$ cat config.mk
export PLATFORM = sky130hd
export DESIGN_NAME = bfcma_mac
export DESIGN_NICKNAME = d
export VERILOG_FILES = /design/src/bfcma_pkg.sv /design/src/bfcma_mac.sv
export SDC_FILE = /design/constraint.sdc
export NUM_CORES = 1
export LEC_CHECK = 0
export BUFFER_PORTS_ARGS = -buffer_cell sky130_fd_sc_hd__buf_2
export CAP_MARGIN = 20
export CORE_MARGIN = 2
export CORE_UTILIZATION = 50
export CTS_CLUSTER_DIAMETER = 150
export CTS_CLUSTER_SIZE = 8
export DETAILED_ROUTE_END_ITERATION = 8
export GPL_TIMING_DRIVEN = 0
export MAX_ROUTING_LAYER = met4
export PLACE_DENSITY_LB_ADDON = 0.1
export SYNTH_ARGS = -nofsm -noshare
export SYNTH_HDL_FRONTEND = slang
export SYNTH_SLANG_ARGS = --single-unit
$ cat constraint.sdc
create_clock -name clock -period 7 [get_ports clock]
set_input_delay 1.05 -clock clock [delete_from_list [all_inputs] [get_ports clock]]
set_output_delay 1.05 -clock clock [all_outputs]
set_load 0.02 [all_outputs]
$ cat src/bfcma_pkg.sv
package bfcma_pkg;

   localparam int MAX_RESULTS = 16;

   localparam logic [1:0] FUNC_ZERO   = 2'd0;
   localparam logic [1:0] FUNC_ACC    = 2'd1;
   localparam logic [1:0] FUNC_FINISH = 2'd2;

   localparam logic [31:0] QNAN32 = 32'h7FC0_0000;
   localparam logic [15:0] QNAN16 = 16'h7FC0;

   typedef struct packed {
      logic [1:0]  func;
      logic [2:0]  group;
      logic [3:0]  column;
      logic [15:0] a_value;
      logic [15:0] w_value;
   } req_type;

   typedef struct packed {
      logic [15:0] out_value;
      logic [2:0]  out_group;
      logic [3:0]  out_column;
      logic        last;
   } rsp_type;

   function automatic logic [15:0] to_bf16(input logic [31:0] f);
      logic [31:0] sum;
      sum = f + 32'h0000_7FFF + {31'b0, f[16]};
      if (f[30:23] == 8'hFF && f[22:0] != 23'b0) begin
         return QNAN16;
      end
      return sum[31:16];
   endfunction

endpackage

$ cat src/bfcma_mac.sv
module bfcma_mac import bfcma_pkg::*; (
   input  logic        clock,
   input  logic        reset,
   input  logic        start,
   input  logic [31:0] acc,
   input  logic [15:0] a_value,
   input  logic [15:0] w_value,
   output logic        done,
   output logic [31:0] result
);

   typedef enum logic [2:0] {
      M_IDLE, M_NORM, M_ALIGN, M_ADD, M_FIX, M_ROUND, M_DONE
   } mstate_type;

   localparam logic signed [11:0] EMIN = -12'sd152;

   mstate_type        state_ff;
   logic [23:0]       pm_ff, cm_ff;
   logic signed [11:0] pe_ff, ce_ff, ef_ff;
   logic              cz_ff, sp_ff, sc_ff, sb_ff, sub_ff;
   logic [27:0]       big_ff, small_ff;
   logic [4:0]        cnt_ff;
   logic [31:0]       res_ff;

   logic        sa, sw, sc, sp;
   logic [7:0]  ea, ew, ec;
   logic [6:0]  ma, mw;
   logic [22:0] mc;
   logic        nan_any, inf_a, inf_w, inf_c, zero_a, zero_w, p_zero, c_zero;
   logic [7:0]  ma_full, mw_full;
   logic [15:0] prod;
   logic [23:0] c_full;
   logic signed [11:0] pe_c, ce_c;
   logic        special;
   logic [31:0] special_val;

   always_comb begin
      sa = a_value[15];
      ea = a_value[14:7];
      ma = a_value[6:0];
      sw = w_value[15];
      ew = w_value[14:7];
      mw = w_value[6:0];
      sc = acc[31];
      ec = acc[30:23];
      mc = acc[22:0];
      sp = sa ^ sw;
      inf_a = ea == 8'hFF && ma == 7'b0;
      inf_w = ew == 8'hFF && mw == 7'b0;
      inf_c = ec == 8'hFF && mc == 23'b0;
      zero_a = ea == 8'h00 && ma == 7'b0;
      zero_w = ew == 8'h00 && mw == 7'b0;
      nan_any = (ea == 8'hFF && ma != 7'b0) || (ew == 8'hFF && mw != 7'b0)
         || (ec == 8'hFF && mc != 23'b0);
      ma_full = {ea != 8'h00, ma};
      mw_full = {ew != 8'h00, mw};
      prod = ma_full * mw_full;
      pe_c = $signed({4'b0, (ea != 8'h00) ? ea : 8'd1})
         + $signed({4'b0, (ew != 8'h00) ? ew : 8'd1}) - 12'sd268;
      c_full = {ec != 8'h00, mc};
      ce_c = $signed({4'b0, (ec != 8'h00) ? ec : 8'd1}) - 12'sd150;
      p_zero = prod == 16'b0;
      c_zero = c_full == 24'b0;
      special = 1'b1;
      special_val = acc;
      if (nan_any) begin
         special_val = QNAN32;
      end else if (inf_a || inf_w) begin
         if ((inf_a && zero_w) || (inf_w && zero_a) || (inf_c && sc != sp)) begin
            special_val = QNAN32;
         end else begin
            special_val = {sp, 8'hFF, 23'b0};
         end
      end else if (inf_c) begin
         special_val = acc;
      end else if (p_zero && c_zero) begin
         special_val = {sc & sp, 31'b0};
      end else if (p_zero) begin
         special_val = acc;
      end else begin
         special = 1'b0;
      end
   end

   logic        pm_norm, cm_norm, p_big;
   logic [23:0] bm, sm;
   logic signed [11:0] eb, es, diff;

   always_comb begin
      pm_norm = pm_ff[23];
      cm_norm = cz_ff | cm_ff[23];
      p_big = cz_ff || (pe_ff > ce_ff) || (pe_ff == ce_ff && pm_ff >= cm_ff);
      bm = p_big ? pm_ff : cm_ff;
      sm = p_big ? cm_ff : pm_ff;
      eb = p_big ? pe_ff : ce_ff;
      es = p_big ? ce_ff : pe_ff;
      diff = eb - es;
   end

   logic [27:0] sum;
   logic        up;
   logic [24:0] q;
   logic [23:0] qn;
   logic signed [11:0] efn, be;
   logic [31:0] round_val;

   always_comb begin
      sum = sub_ff ? big_ff - small_ff : big_ff + small_ff;
      up = big_ff[2] & (big_ff[1] | big_ff[0] | big_ff[3]);
      q = {1'b0, big_ff[26:3]} + {24'b0, up};
      qn = q[24] ? q[24:1] : q[23:0];
      efn = ef_ff + (q[24] ? 12'sd1 : 12'sd0);
      be = efn + 12'sd153;
      if (qn[23]) begin
         if (be >= 12'sd255) begin
            round_val = {sb_ff, 8'hFF, 23'b0};
         end else begin
            round_val = {sb_ff, be[7:0], qn[22:0]};
         end
      end else begin
         round_val = {sb_ff, 8'h00, qn[22:0]};
      end
   end

   always_ff @(posedge clock) begin
      if (reset) begin
         state_ff <= M_IDLE;
      end else begin
         case (state_ff)
            M_IDLE: begin
               if (start) begin
                  res_ff <= special_val;
                  pm_ff <= {prod, 8'b0};
                  pe_ff <= pe_c - 12'sd8;
                  cm_ff <= c_full;
                  ce_ff <= ce_c;
                  cz_ff <= c_zero;
                  sp_ff <= sp;
                  sc_ff <= sc;
                  state_ff <= special ? M_DONE : M_NORM;
               end
            end
            M_NORM: begin
               if (!pm_norm) begin
                  pm_ff <= {pm_ff[22:0], 1'b0};
                  pe_ff <= pe_ff - 12'sd1;
               end
               if (!cm_norm) begin
                  cm_ff <= {cm_ff[22:0], 1'b0};
                  ce_ff <= ce_ff - 12'sd1;
               end
               if (pm_norm && cm_norm) begin
                  big_ff <= {1'b0, bm, 3'b0};
                  small_ff <= cz_ff ? 28'b0 : {1'b0, sm, 3'b0};
                  ef_ff <= eb - 12'sd3;
                  sb_ff <= p_big ? sp_ff : sc_ff;
                  sub_ff <= sp_ff ^ sc_ff;
                  if (cz_ff) begin
                     cnt_ff <= 5'd0;
                  end else if (diff > 12'sd28) begin
                     cnt_ff <= 5'd28;
                  end else begin
                     cnt_ff <= diff[4:0];
                  end
                  state_ff <= M_ALIGN;
               end
            end
            M_ALIGN: begin
               if (cnt_ff != 5'd0) begin
                  small_ff <= {1'b0, small_ff[27:2], small_ff[1] | small_ff[0]};
                  cnt_ff <= cnt_ff - 5'd1;
               end else begin
                  state_ff <= M_ADD;
               end
            end
            M_ADD: begin
               if (sum == 28'b0) begin
                  res_ff <= 32'b0;
                  state_ff <= M_DONE;
               end else begin
                  big_ff <= sum;
                  state_ff <= M_FIX;
               end
            end
            M_FIX: begin
               if (big_ff[27]) begin
                  big_ff <= {1'b0, big_ff[27:2], big_ff[1] | big_ff[0]};
                  ef_ff <= ef_ff + 12'sd1;
               end else if (ef_ff < EMIN) begin
                  if (big_ff[27:1] == 27'b0) begin
                     ef_ff <= EMIN;
                  end else begin
                     big_ff <= {1'b0, big_ff[27:2], big_ff[1] | big_ff[0]};
                     ef_ff <= ef_ff + 12'sd1;
                  end
               end else if (!big_ff[26] && ef_ff > EMIN) begin
                  big_ff <= {big_ff[26:0], 1'b0};
                  ef_ff <= ef_ff - 12'sd1;
               end else begin
                  state_ff <= M_ROUND;
               end
            end
            M_ROUND: begin
               res_ff <= round_val;
               state_ff <= M_DONE;
            end
            M_DONE: begin
               state_ff <= M_IDLE;
            end
            default: begin
               state_ff <= M_IDLE;
            end
         endcase
      end
   end

   assign done = state_ff == M_DONE;
   assign result = res_ff;

endmodule
Word-level counts from Yosys, hierarchy flattened
Cells that the tools add are included.
- bitwise operators: 9
- $add $sub $neg: 16
- reduce and logical (&&, ||, !) cells: 56
- order comparisons: 6
- equal/unequal tests: 24
- multiply operators: 1
- mux-type cells: 69
- shift-type cells: 0
- divide/modulo/power cells: 0
- operators with widths (cell ; count):
    $mux 28 ; 8
    $mux 32 ; 7
    $mux 24 ; 7
    $mux 12 ; 11
    $pmux 24 s2 ; 2
    $pmux 32 s3 ; 1
    $pmux 28 s3 ; 1
    $pmux 12 s2 ; 3
    $mux 31 ; 2
    $pmux 28 s2 ; 1
    $mux 27 ; 2
    $sub 12x2->12 const B ; 3
    $add 28x28->28 ; 1
    $logic_not 28->1 ; 1
    $sub 28x28->28 ; 1
    $logic_not 27->1 ; 1
    $add 24x1->25 ; 1
    $eq 8x8->1 const B ; 3
    $ge 24x24->1 ; 1
    $logic_not 24->1 ; 1
    $mux 8 ; 3
    $reduce_and 4->1 ; 6
    $reduce_bool 8->1 ; 3
    $logic_not 23->1 ; 1
    47 further kinds ; 110
- input port bits: 67
- memory bits (writable): 0
- bits in latches: 0
- memories kept: 0
- logic and storage cells: 198
- bits in read-only memories: 0
- register bits: 185

Logic depth before layout (Yosys ltp)
- depth in word-level cells: 11
- depth in mapped cells: 22
- gate-level depth less buffers: 21

Worst setup path after synthesis
No wires, ideal clock.
- kind: input to register
- start: in w_value[7]
- end: reg res_ff[31] (netlist: result[31]), data pin
- data arrival time: 6.270 ns
- setup time: 0.257 ns
- path slack: 0.473 ns
- stages: 20
- cell sequence: nor4_1 > nand2_1 > and2_1 > fa_1 > inv_1 > fa_1 > fa_1 > fa_1 > inv_1 > ha_1 > or3_1 > o21ai_0 > a211oi_1 > or4_1 > a31oi_1 > xnor2_1 > nor4b_1 > mux2i_1 > nand2_1 > a32o_1
- longest elaborated chain between the ends: 10
- elaborated cells on any way between the ends: 23
- ends and longest elaborated chain (item ; line ; source):
    start: declaration ; bfcma_mac.sv:7 ; input logic [15:0] w_value,
    $reduce_bool 8->1, or another cell as far along ; bfcma_mac.sv:57 ; mw_full = {ew != 8'h00, mw};
    $mul 8x8->16, or another cell as far along ; bfcma_mac.sv:58 ; prod = ma_full * mw_full;
    $logic_not 16->1 / $logic_and 1x1->1 (equally long branches) ; bfcma_mac.sv:63, bfcma_mac.sv:70 ;
    $logic_and 1x1->1 / $logic_or 1x1->1 (equally long branches) ; bfcma_mac.sv:77, bfcma_mac.sv:70 ;
    $mux 32 / $logic_or 1x1->1 (equally long branches) ; bfcma_mac.sv:77, bfcma_mac.sv:70 ;
    $mux 32, on equally long branches ; bfcma_mac.sv:75, bfcma_mac.sv:70 ;
    $mux 32 ; bfcma_mac.sv:69 ; end else if (inf_a || inf_w) begin
    $mux 32 (*) ; bfcma_mac.sv:67 ; if (nan_any) begin
    $mux 32 (*) ; bfcma_mac.sv:132 ; if (start) begin
    $pmux 32 s3 (*) ; bfcma_mac.sv:130 ; case (state_ff)
    end signal: assignment ; bfcma_mac.sv:133 ; res_ff <= special_val;
    end signal: assignment ; bfcma_mac.sv:205 ; res_ff <= round_val;
    end: declaration ; bfcma_mac.sv:24 ; logic [31:0] res_ff;
Every way passes the cells marked *; elsewhere a longest branch is shown, timed or not. The select of a mux whose other input is x is not followed.
A chain may end at the register's enable or synchronous reset.

Final worst setup path
- start: in w_value[11]
- end: reg res_ff[31] (netlist: result[31]), data pin
The elaborated chain is that of the path after synthesis.

==> flow_summary.ini <==
[critical_path]
cp_common_cell = fa_1
critical-path-top-delay-family = adder cells
crit_chain = buf_2 -> nor4_2 -> nand2_2 -> and2_1 -> fa_1 -> inv_1 -> fa_1 -> fa_1 -> fa_1 -> inv_1 -> ha_1 -> or3_1 -> o21ai_0 -> a211oi_1 -> or4_1 -> a31oi_1 -> xnor2_2 -> nor4b_2 -> mux2i_1 -> nand2_1 -> a32o_1
cp_data_required_time_ns = 7.20
start_kind = input port
cpMaxStageDelayCell = fa_1
arrival_ns = 6.92
max_stage_delay_ns = 0.54
critPathKind = input port to flop
critPathCaptureType = flop
critPathMaxFanout = 8
crit_buf_inv = 3

[floorplanning]
dieArea_um2 = 36400
pin_count = 100
die_h_um = 191
rows = 68
die_w_um = 191
core_area_um2 = 34500
start_util = 0.507

[route]
antenna_left = 0
detail_route.vias_per_cell = 6.16
wl_per_cell_um = 21.8
firstDrtPassIters = 7
drtIter0Drc = 1771
drcViolationCount = 0
wl_mm = 57.2
num_vias = 16183

[placed_design]
port_buffers = 97
dpl.cell_count = 2594
dpl.hpwl_mm = 45.9
gp_congestion = 0.969

[cts]
cts_tree = built
cts_buffers = 17
insertion_delay_ns = 0.45
cts.sinks = 182
htree_levels = 4
path_clk_slew_ns = 0.08
root_buffer = clkbuf_16
clock_path_buffers = 2

[synth]
synth_cell_types = 85
synth_simple_gate_area_frac = 0.209
ys_ff_latch = 182
synth_fp_nets = 2270
synth_top_area_frac = 0.308
synth-edff-count = 179
async_flop_share = 0
synth_fa_ha_area_frac = 0.135
syn-instance-count = 2038
ys_seq_area_frac = 0.311
yosys.area.top_type = edfxtp_1
synth_ff_type = edfxtp_1
synth-compound-area-share = 0.183
synth_area_leaders = edfxtp_1 31%, ha_1 9.1%, o21ai_0 4.5%
synth_area_per_cell_um2 = 8.57
synth_area_um2 = 17500
synth_warnings = 0
muxShareOfSynthArea = 0.0337
synth_top_family_by_area = simple AND/OR/NAND/NOR gates
synth-xor-area-share = 0.0682

[power]
p_clk_frac = 0.138
combPwrFrac = 0.593
seq_power_share = 0.269
max-vdd-ir-drop_mv = 0.177
power_density_nw_per_um2 = 378
swShare = 0.482
switchingPower_uw = 3510
p_int_uw = 3780
design_power_total_uw = 7280
p_leak_uw = 0.00764

[global_routing]
grt_first_pass_wirelength_mm = 88.1
grt_use_total = 0.326
grt-ovfl-total = 0
grt_max_degree = 33
grt_pass1_vias = 15364
antenna_found_initial = 0

[outcome]
status = complete, no violations

[sta]
min_period_ns = 6.72
fmax_mhz = 149
worst_pin_slew_ns = 1.01
slew_headroom = 0.327
final.period_utilization = 0.961
setup_viol = 0
drv_slew = 0
final.setup_skew_ns = 0.0135
finalHoldViolCount = 0
setup_tns_ns = 0

[finish]
synthToLayoutAreaGrowth_pct = 10.4
antenna_cells = 0
layout-drive-gt1-share = 0.0916
layoutNonFillerInstCount = 2627
nets = 2391

[min_path]
min_path_type = flop to flop

[run]
cap_violations = 0
## final cells by class
type	count	area [µm²]
plain buffers	107	430
repair buffers	102	588
flip-flops and latches	182	5440
clock inverters	15	165
well taps	455	569
multi-input cells	1584	11000
fillers	3261	15200
inverters	165	619
clock buffers	17	425
## per-layer routing
metal,global-route usage,up-vias,share of wire
met4,0.105,0,0.029
met3,0.0263,89,0.078
li1,-,7606,-
met2,0.507,717,0.46
met1,0.451,7771,0.44
met5,-,-,0
## worst reg2reg max path, delay by kind of cell, from the launching register on
kind	cells	cell delay, ns
AND/OR/NAND/NOR	9	2.23
adder cells (fa/ha/maj)	1	0.33
flip-flops	1	0.45
AO/OA/AOI/OAI	7	2.28
XOR/XNOR	2	0.68
## metrics by stage
| step | cell area [µm²] | hold slack, ns | utilization | setup slack (ns) |
|---|---|---|---|---|
| 4_1_cts | 19200 | 0.592 | 0.558 | 0.0845 |
| 6_report | 19300 | 0.592 | 0.559 | 0.275 |
| 3_5_place_dp | 18600 | 0.581 | 0.541 | -0.370 |
| 2_1_floorplan | 17500 | 0.512 | - | 0.473 |
| 5_1_grt | 19300 | 0.617 | 0.559 | -0.109 |
| 3_3_place_gp | 18500 | 0.563 | 0.537 | -0.318 |
## worst paths after layout
kind / endpoint / cells after the start / start / slack [ns]
setup / recovery: result[31] / 21 / w_value[11] / 0.28
hold / removal: sub_ff / 1 / sp_ff / 0.59
setup reg to reg: result[9] / 19 / small_ff[3] / 0.65
hold reg to reg: sub_ff / 1 / sp_ff / 0.59
## cell usage after synthesis, types with 9 or more instances
cell type,n
edfxtp_1,179
nand3_1,43
nor4_1,31
clkbuf_1,95
and2_1,70
nand2_1,196
a21o_1,17
a22o_1,13
mux2_2,23
o21ai_0,157
fa_1,38
o21a_1,18
a22oi_1,9
nand3b_1,21
a211o_1,9
or3_1,19
mux2i_1,33
nor3_1,55
nand4_1,23
nand2b_1,19
ha_1,127
a31oi_1,20
o211ai_1,9
o31ai_1,10
inv_1,165
nor2_1,162
and3_1,26
nor2b_1,21
xor2_1,49
o221ai_1,9
a222oi_1,18
a21oi_1,126
nor3b_1,9
xnor2_1,87
## state kept, by name (all words and copies together), names as in the netlist
signal,count
big_ff,28
ce_ff,12
cm_ff,24
cnt_ff,5
cz_ff,1
ef_ff,12
pe_ff,12
pm_ff,22
result,32
sb_ff,1
sc_ff,1
small_ff,27
sp_ff,1
state_ff,3
sub_ff,1
## layout by cell type, fill, tap and decap left out, drive strengths merged, types with 23 or more instances in the layout
master	n
o21ai	161
a21oi	126
ha	127
inv	171
fa	38
nor2	162
clkbuf	112
nor4	31
nor3	55
mux2	23
nand4	24
nand3	44
nand2	196
xor2	49
edfxtp	179
xnor2	87
and3	26
mux2i	33
and2	71
buf	114
## power by group through the flow
stage               sequential (µW)  combinational (µW)  clock [µW]
finish                         1960                4320        1010
global route                   1990                4750        1040
CTS                            1950                4250        1010
detailed placement             1970                4220           0
global placement               1980                4130           0
floorplan                      1940                2940           0
## timing repair
action | CTS | global route
gates resized for setup | 0 | 5
hold buffers | 0 | 0
buffers inserted | 0 | 1
endpoints found under the setup margin | 0 | 4
## kinds of logic after synthesis
family	count (synthesis)
muxes	56
other	1
adders and majority gates	165
and+or+nand+nor	728
buffers and inverters	272
xor gates and xnor gates	136
DFF	182
AOI/OAI and AO/OA	498
Note: power is estimated with default switching activity, not from simulation.
